==> src/rtl/spq_pkg.sv <==
`timescale 1ns / 1ps
`default_nettype none
// ----------------------------------------------------------------------------
// spq_pkg
// Types, codes and sizes shared by the stable priority queue modules.
// ----------------------------------------------------------------------------
package spq_pkg;

	localparam int DEPTH     = 16;
	localparam int TAG_BITS  = 16;
	localparam int PRIO_BITS = 2;
	localparam int OCC_BITS  = $clog2(DEPTH + 1);

	localparam logic MODE_INSERT = 1'b0;
	localparam logic MODE_POP    = 1'b1;

	localparam logic [1:0] ST_INSERTED = 2'd0;
	localparam logic [1:0] ST_POPPED   = 2'd1;
	localparam logic [1:0] ST_EMPTY    = 2'd2;
	localparam logic [1:0] ST_FULL     = 2'd3;

	typedef struct packed {
		logic                 mode;
		logic [TAG_BITS-1:0]  tag;
		logic [PRIO_BITS-1:0] priority_req;
	} req_item_t;

	typedef struct packed {
		logic [1:0]           status;
		logic [TAG_BITS-1:0]  out_tag;
		logic [PRIO_BITS-1:0] out_priority;
		logic [OCC_BITS-1:0]  occupancy;
	} rsp_item_t;

	typedef struct packed {
		logic capture;
		logic execute;
	} spq_cmd_t;

	typedef struct packed {
		logic empty;
		logic full;
	} spq_stat_t;

endpackage

`default_nettype wire

==> src/rtl/spq_ctrl.sv <==
`timescale 1ns / 1ps
`default_nettype none
// ----------------------------------------------------------------------------
// spq_ctrl
// Sequencer: takes a request, runs one datapath update, holds the response.
// ----------------------------------------------------------------------------
module spq_ctrl
	import spq_pkg::*;
(
	input  wire logic      clk,
	input  wire logic      arst_n,
	input  wire logic      req_valid,
	output logic           req_stall,
	output logic           rsp_valid,
	input  wire logic      rsp_stall,
	input  wire spq_stat_t stat,
	output spq_cmd_t       cmd
);

	localparam logic [1:0] S_IDLE = 2'd0;
	localparam logic [1:0] S_EXEC = 2'd1;
	localparam logic [1:0] S_DONE = 2'd2;

	logic [1:0] state_q;
	logic [1:0] state_d;
	logic       unused_stat;

	assign unused_stat = stat.empty ^ stat.full;

	always_comb begin
		state_d     = state_q;
		req_stall   = 1'b1;
		rsp_valid   = 1'b0;
		cmd.capture = 1'b0;
		cmd.execute = 1'b0;
		case (state_q)
			S_IDLE: begin
				req_stall = 1'b0;
				if (req_valid) begin
					cmd.capture = 1'b1;
					state_d     = S_EXEC;
				end
			end
			S_EXEC: begin
				cmd.execute = 1'b1;
				state_d     = S_DONE;
			end
			S_DONE: begin
				rsp_valid = 1'b1;
				if (!rsp_stall) begin
					state_d = S_IDLE;
				end
			end
			default: begin
				state_d = S_IDLE;
			end
		endcase
	end

	always_ff @(posedge clk or negedge arst_n) begin
		if (!arst_n) begin
			state_q <= S_IDLE;
		end else begin
			state_q <= state_d;
		end
	end

endmodule

`default_nettype wire

==> src/rtl/spq_dp.sv <==
`timescale 1ns / 1ps
`default_nettype none
// ----------------------------------------------------------------------------
// spq_dp
// Row of sorted entry cells; each cell compares and shifts with its neighbour.
// ----------------------------------------------------------------------------
module spq_dp
	import spq_pkg::*;
(
	input  wire logic      clk,
	input  wire logic      arst_n,
	input  wire req_item_t req,
	input  wire spq_cmd_t  cmd,
	output spq_stat_t      stat,
	output rsp_item_t      rsp
);

	req_item_t            req_q;
	rsp_item_t            rsp_q;
	logic [OCC_BITS-1:0]  count_q;
	logic [TAG_BITS-1:0]  tag_q  [DEPTH];
	logic [PRIO_BITS-1:0] prio_q [DEPTH];
	logic [DEPTH-1:0]     keep;
	logic [DEPTH-1:0]     keep_sh;
	logic                 insert_ok;
	logic                 pop_ok;

	assign stat.empty = (count_q == '0);
	assign stat.full  = (count_q == OCC_BITS'(DEPTH));
	assign insert_ok  = (req_q.mode == MODE_INSERT) && !stat.full;
	assign pop_ok     = (req_q.mode == MODE_POP) && !stat.empty;
	assign keep_sh    = {keep[DEPTH-2:0], 1'b1};

	always_ff @(posedge clk) begin
		if (cmd.capture) begin
			req_q <= req;
		end
	end

	for (genvar i = 0; i < DEPTH; i++) begin : g_cell
		logic [TAG_BITS-1:0]  tag_d;
		logic [PRIO_BITS-1:0] prio_d;

		assign keep[i] = (OCC_BITS'(i) < count_q) && (prio_q[i] >= req_q.priority_req);

		always_comb begin
			tag_d  = tag_q[i];
			prio_d = prio_q[i];
			if (insert_ok) begin
				if (!keep[i] && keep_sh[i]) begin
					tag_d  = req_q.tag;
					prio_d = req_q.priority_req;
				end else if (!keep[i]) begin
					if (i > 0) begin
						tag_d  = tag_q[(i > 0) ? i - 1 : 0];
						prio_d = prio_q[(i > 0) ? i - 1 : 0];
					end
				end
			end else if (pop_ok) begin
				if (i < DEPTH - 1) begin
					tag_d  = tag_q[(i < DEPTH - 1) ? i + 1 : i];
					prio_d = prio_q[(i < DEPTH - 1) ? i + 1 : i];
				end
			end
		end

		always_ff @(posedge clk) begin
			if (cmd.execute) begin
				tag_q[i]  <= tag_d;
				prio_q[i] <= prio_d;
			end
		end
	end

	always_ff @(posedge clk or negedge arst_n) begin
		if (!arst_n) begin
			count_q <= '0;
		end else if (cmd.execute) begin
			if (insert_ok) begin
				count_q <= count_q + OCC_BITS'(1);
			end else if (pop_ok) begin
				count_q <= count_q - OCC_BITS'(1);
			end
		end
	end

	always_ff @(posedge clk) begin
		if (cmd.execute) begin
			rsp_q.out_tag      <= '0;
			rsp_q.out_priority <= '0;
			if (req_q.mode == MODE_INSERT) begin
				if (stat.full) begin
					rsp_q.status    <= ST_FULL;
					rsp_q.occupancy <= count_q;
				end else begin
					rsp_q.status    <= ST_INSERTED;
					rsp_q.occupancy <= count_q + OCC_BITS'(1);
				end
			end else begin
				if (stat.empty) begin
					rsp_q.status    <= ST_EMPTY;
					rsp_q.occupancy <= count_q;
				end else begin
					rsp_q.status       <= ST_POPPED;
					rsp_q.out_tag      <= tag_q[0];
					rsp_q.out_priority <= prio_q[0];
					rsp_q.occupancy    <= count_q - OCC_BITS'(1);
				end
			end
		end
	end

	assign rsp = rsp_q;

endmodule

`default_nettype wire

==> src/rtl/stable_priority_queue.sv <==
`timescale 1ns / 1ps
`default_nettype none
// ----------------------------------------------------------------------------
// stable_priority_queue
// Bounded priority queue, highest priority first, FIFO among equal priorities.
// Sequence: capture, update and response steps of the sequencer, the whole
// entry row shifting in one update; the response is held until taken,
// and a new request is accepted only after the response has been taken.
// Reset: arst_n clears the sequencer and the entry count; queue starts empty.
// ----------------------------------------------------------------------------
module stable_priority_queue
	import spq_pkg::*;
(
	input  wire logic      clk,
	input  wire logic      arst_n,
	input  wire logic      req_valid,
	output logic           req_stall,
	input  wire req_item_t req,
	output logic           rsp_valid,
	input  wire logic      rsp_stall,
	output rsp_item_t      rsp
);

	spq_cmd_t  cmd;
	spq_stat_t stat;

	spq_ctrl u_ctrl (
		.clk       (clk),
		.arst_n    (arst_n),
		.req_valid (req_valid),
		.req_stall (req_stall),
		.rsp_valid (rsp_valid),
		.rsp_stall (rsp_stall),
		.stat      (stat),
		.cmd       (cmd)
	);

	spq_dp u_dp (
		.clk    (clk),
		.arst_n (arst_n),
		.req    (req),
		.cmd    (cmd),
		.stat   (stat),
		.rsp    (rsp)
	);

endmodule

`default_nettype wire
==> config.mk <==
export PLATFORM = sky130hd
export DESIGN_NAME = stable_priority_queue
export DESIGN_NICKNAME = d
export VERILOG_FILES = /design/src/rtl/spq_pkg.sv /design/src/rtl/spq_ctrl.sv /design/src/rtl/spq_dp.sv /design/src/rtl/stable_priority_queue.sv
export SDC_FILE = /design/constraint.sdc
export NUM_CORES = 1
export LEC_CHECK = 0
export BUFFER_PORTS_ARGS = -buffer_cell sky130_fd_sc_hd__buf_2
export CORE_MARGIN = 2
export CORE_UTILIZATION = 30
export CTS_CLUSTER_DIAMETER = 30
export CTS_CLUSTER_SIZE = 28
export DETAILED_ROUTE_END_ITERATION = 8
export MAX_ROUTING_LAYER = met4
export SYNTH_ARGS = -nofsm -noshare
export SYNTH_HDL_FRONTEND = slang
export SYNTH_SLANG_ARGS = --single-unit
==> constraint.sdc <==
create_clock -name clk -period 9.55 [get_ports clk]
set_clock_uncertainty 0.2 [all_clocks]
set_input_delay 0.4775 -clock clk [delete_from_list [all_inputs] [get_ports clk]]
set_output_delay 0.4775 -clock clk [all_outputs]
set_load 0.01 [all_outputs]
# Yosys cells after proc, flatten, opt, wreduce, memory -nomap -nowiden
# Memory sizes are Yosys's and may differ from the RTL's.
# Cells that the tools add are included.
# totals
regBits	51
latchBits	0
ram_bits	288
romBits	0
output_inout_bits	27
n_memories	2
# op_classes
add_sub_neg	2
mul	0
div_mod_pow	0
magnitude_cmp	32
n_eq_ne	5
shifts	0
mux	142
bitwise	1
n_reduce_logical	56
# mem_list
memory	words	word_bits	read_ports	rd_ports_with_merged_regs	write_ports	line	text
u_dp.tag_q	16	16	16	0	16	spq_dp.sv:21	logic [TAG_BITS-1:0] tag_q [DEPTH];
u_dp.prio_q	16	2	16	0	16	spq_dp.sv:22	logic [PRIO_BITS-1:0] prio_q [DEPTH];
# op_table
op	count
$mux W16	62
$mux W2	67
$lt A4 B5 Y1 const A	8
$logic_and A1 B1 Y1	33
$ge A2 B2 Y1	16
$mux W5	5
$lt A3 B5 Y1 const A	4
$logic_not A1 Y1	17
$lt A1 B5 Y1 const A	2
$lt A2 B5 Y1 const A	2
$mux W1	7
$pmux W2 S3	1
$add A5 B1 Y5 const B	1
$eq A5 B5 Y1 const B	1
$logic_not A5 Y1	1
$sub A5 B1 Y5 const B	1
$ne A2 B2 Y1 const B	2
$reduce_and A2 Y1	2
$eq A2 B1 Y1 const B	1
$eq A2 B2 Y1 const B	1
$logic_not A2 Y1	1
$reduce_bool A2 Y1	1
$reduce_or A2 Y1	1
$not A1 Y1	1

# Longest topological paths before layout
# An unclocked memory read counts as a cell.
# logic_depth
word_depth	7
ltp_mapped	10
depth_no_buf	7

# Cells and area by module
# A second synthesis with hierarchy kept.
# unflattened
hier_cells	1530
hier_area_um2	17280.3
# modules_own_cells
mod	instances	cells_each	area_per_inst_um2	seq_area_each_um2
spq_dp	1	1520	17185.2	10094.7
spq_ctrl	1	10	95.1	50.0

# Worst setup path after synthesis
# No wires, ideal clock.
# synth_timing
kind	reg2reg
start	register u_ctrl.state_q[1]
end	memory u_dp.prio_q[10][0], enable pin
arrival_time_ns	3.125
t_required_ns	8.946
path_slack_ns	5.821
stages_incl_launch_ff	5
period_less_slack_ns	3.729
cell_sequence	dfrtp_1 nor2b_1 nand2_1 clkbuf_1 a31oi_1
# synth_rtl
element	line	text
start, declared	spq_ctrl.sv:24	logic [1:0] state_q;
start signal, assigned	spq_ctrl.sv:64	state_q <= state_d;
end, declared	spq_dp.sv:22	

==> summary.md <==
| Metric | Value |
|---|---|
| Gr usage total | about 14% |
| Mean post-synth cell area | 11.5 um2 |
| Startpoint types | flop |
| Worst-case clock buffer depth | 3 |
| Dominant synthesized flop cell | edfxtp_1 |
| Number of setup violations in the final report | 0 |
| DRC Markers | 0 |
| Final worst path period share | roughly 45% |
| Clock Latency Late Sink | approximately 0.56 ns |
| Most frequent cell after synthesis | edfxtp_1 |
| Sink Count | approximately 340 |
| Site Rows | between 80 and 90 |
| Final HPWL DP | between 20 and 30 mm |
| Pre-CTS WS | about 5.3 ns |
| EDFF count, synth | between 300 and 400 |
| First-pass GRT wire length | between 60 and 70 mm |
| Hold Crit Class | input port to asynchronous set/reset pin |
| Max stage delay on crit path | a little under 0.8 ns |
| Most common library cells after synthesis | 332 x edfxtp_1, 236 x nand2_1, 127 x mux2i_1 |
| Leakage power | between 7 and 8 nW |
| CP arrival | between 4 and 5 ns |
| Area growth, synth to finish | 20.2% |
| RSZ-0062 raised after global routing | no |
| DR pass1 iterations | 6 |
| CP Buf/Inv Count | 3 |
| Number of global-route vias before repair | between 10000 and 15000 |
| Slew Limit Fails | 0 |
| Initial antenna violation count | 0 |
| Status | complete, no violations |
| Sw Ratio | a little over a third |
| Final worst-path setup slack | between 5 and 6 ns |
| Yosys top cell area share | between 50 and 60% |
| Worst Max-Slew Pin Slew | 1.18 ns |
| Sum of negative setup slack | 0 ns |
| Final Util | between 30% and 40% |
| CP max FO | 97 |
| CP cell instances | inv_1 -> ha_1 -> a31oi_4 -> buf_4 -> buf_4 -> nand2_1 -> nor2_2 |
| Top-level I/O count | 50 |
| Largest net degree at the start of global routing | around 110 |
| Area leader, netlist | edfxtp_1 |
| Floorplan Core Area | ~57000 um2 |
| RD Place Congestion | about 0.8 |
| Detail Route Antenna Nets | 0 |
| Net Count, Synth | between 1500 and 2000 |
| Peak supply drop | 0.130 mV |
| P_int | between 4 and 5 mW |
| Seq pwr share | about 36% |
| Max-Cap Viols | 0 |
| IO buf count | just under 50 |
| Die height | 244 um |
| Overflow after GRT | 0 |
| Slowest-stage cell, CP | buf_4 |
| Ys async rst share | between 2 and 2.5% |
| Total power | just under 8 mW |
| Via Count | 11800 |
| Yosys cell types | just under 60 |
| Ant. Diodes | 0 |
| Max-slew headroom | 21.3% |
| Routed vias/inst | 5.00 |
| Starting Density | a little under a third |
| Crit end category | flop |
| CTS tree | yes |
| Starting DRT DRC Count | around 900 |
| Crit-path most repeated cell | buf_4 |
| Family with the most delay on the worst path | buffers and inverters |
| FF+latch count, synth | 339 |
| Nets | roughly 1600 |
| Root buf cell | clkbuf_16 |
| Routed len/inst | 17.1 um |
| Detailed Route WL | around 40 mm |
| Synth Cell Area | 17300 um2 |
| Total CTS buffers | 67 |
| Register area share after synthesis | about three fifths |
| Cells after Synth | roughly 1500 |
| Psw | roughly 2.7 mW |
| Largest cells by area after synthesis | edfxtp_1 58%, mux2i_1 7.4%, nand2_1 5.1% |
| Fillers | between 5000 and 6000 |
| Worst-path clk slew | approximately 0.040 ns |
| YS warnings | 0 |
| Fin. Hold Viols | 0 |
| Final min period | about 4.3 ns |
| Combinational fraction of design power | ~33% |
| Crit path required time | between 9 and 10 ns |
| Die Wd | 244 um |
| Critical path class | flop to flop |
| Die Footprint | 59500 um2 |
| PwrDens | between 300 and 400 nW/um2 |
| H-Tree Depth | 3 |
| Clock share of power | approximately 31% |
| Share of layout cells above drive strength 1 | 15.0% |
| Max Fclk | about 0.23 GHz |
layout make-up:
cell class / count / area [um2] / area share [%]
multi-input combinational: 1016 / 6550 / 31.6
inverter: 24 / 90.1 / 0.434
clock buffer: 76 / 1730 / 8.34
tap: 756 / 946 / 4.56
sequential: 339 / 10100 / 48.9
clock inverter: 44 / 574 / 2.77
timing repair buffer: 105 / 721 / 3.47
power groups by stage:
stage / sequential, mW / combinational, mW / clock, mW
after floorplan: 2.60 / 2.03 / 0
after global placement: 2.75 / 2.48 / 0
after detailed placement: 2.77 / 2.55 / 0
after CTS: 2.75 / 2.56 / 2.45
after global routing: 2.81 / 2.83 / 2.52
final: 2.75 / 2.54 / 2.40
routing by layer:
layer  vias up  GRT usage, %  wire [um]
met5         -             -          0
met4         0          4.20        631
met3        58          2.18       2110
met2       339          20.7      18400
met1      5660          19.3      19300
li1       5750             -          -
state kept, by name, summed over array words and instances, names as in the netlist:
register        count
u_ctrl.state_q      2
u_dp.count_q        5
u_dp.prio_q        32
u_dp.req_q         19
u_dp.rsp           25
u_dp.tag_q        256
cell families after synthesis:
kind of cell | Yosys count | share of synthesized area (%)
flops | 339 | 58.7
fa+ha+maj | 36 | 2.61
mux | 145 | 8.53
compound gates | 334 | 12.7
buf+inv | 153 | 4.34
xor+xnor | 5 | 0.254
simple gates | 496 | 12.8
placed cells by master (no fill, tap or decap), types with 4 or more instances in the layout:
| cell type | n |
|---|---|
| dfrtp_1 | 7 |
| o311ai_0 | 4 |
| nand3_1 | 108 |
| nand2b_1 | 16 |
| inv_6 | 9 |
| ha_1 | 36 |
| o21ai_0 | 60 |
| a21o_1 | 10 |
| nor3_1 | 8 |
| edfxtp_1 | 332 |
| a31oi_2 | 9 |
| clkinv_1 | 6 |
| o211ai_1 | 101 |
| clkbuf_1 | 8 |
| nand2_1 | 236 |
| inv_1 | 24 |
| a221o_1 | 18 |
| and2_1 | 34 |
| buf_4 | 34 |
| a21oi_1 | 81 |
| mux2_2 | 18 |
| clkbuf_16 | 68 |
| dlygate4sd3_1 | 22 |
| clkinv_2 | 10 |
| o221ai_1 | 7 |
| mux2i_1 | 127 |
| buf_2 | 49 |
| nor2_2 | 6 |
| bufinv_16 | 11 |
| o21ai_1 | 16 |
| nor2_1 | 69 |
stage by stage:
step	std cells	hold slack, ns	area [um2]
final	2360	0.0831	20800
after global routing	2360	0.0735	20800
after CTS	2360	0.0628	20800
after detailed placement	2218	0.115	18200
after global placement	2218	0.114	18200
after floorplan	1508	-0.0181	17300
worst paths after layout:
check	cells past startpoint	slack, ns	startpoint	end
setup / recovery	7	5.29	u_dp.count_q[0]	u_dp.tag_q[1][119]
hold / removal	2	0.08	arst_n	u_ctrl.state_q[0]
max in group asynchronous	2	8.91	arst_n	u_dp.count_q[2]
setup reg to reg	7	5.29	u_dp.count_q[0]	u_dp.tag_q[1][119]
min in group clk	2	0.35	u_dp.tag_q[1][117]	u_dp.tag_q[1][101]
hold reg to reg	2	0.35	u_dp.tag_q[1][117]	u_dp.tag_q[1][101]
what timing repair did:
item	in CTS	in global routing
hold buffers	22	0
hold endpoints to repair	28	0
setup buffers	0	0
setup endpoints to repair	0	0
resized for setup	0	0
No activity file was read; power rests on OpenSTA's default activity.
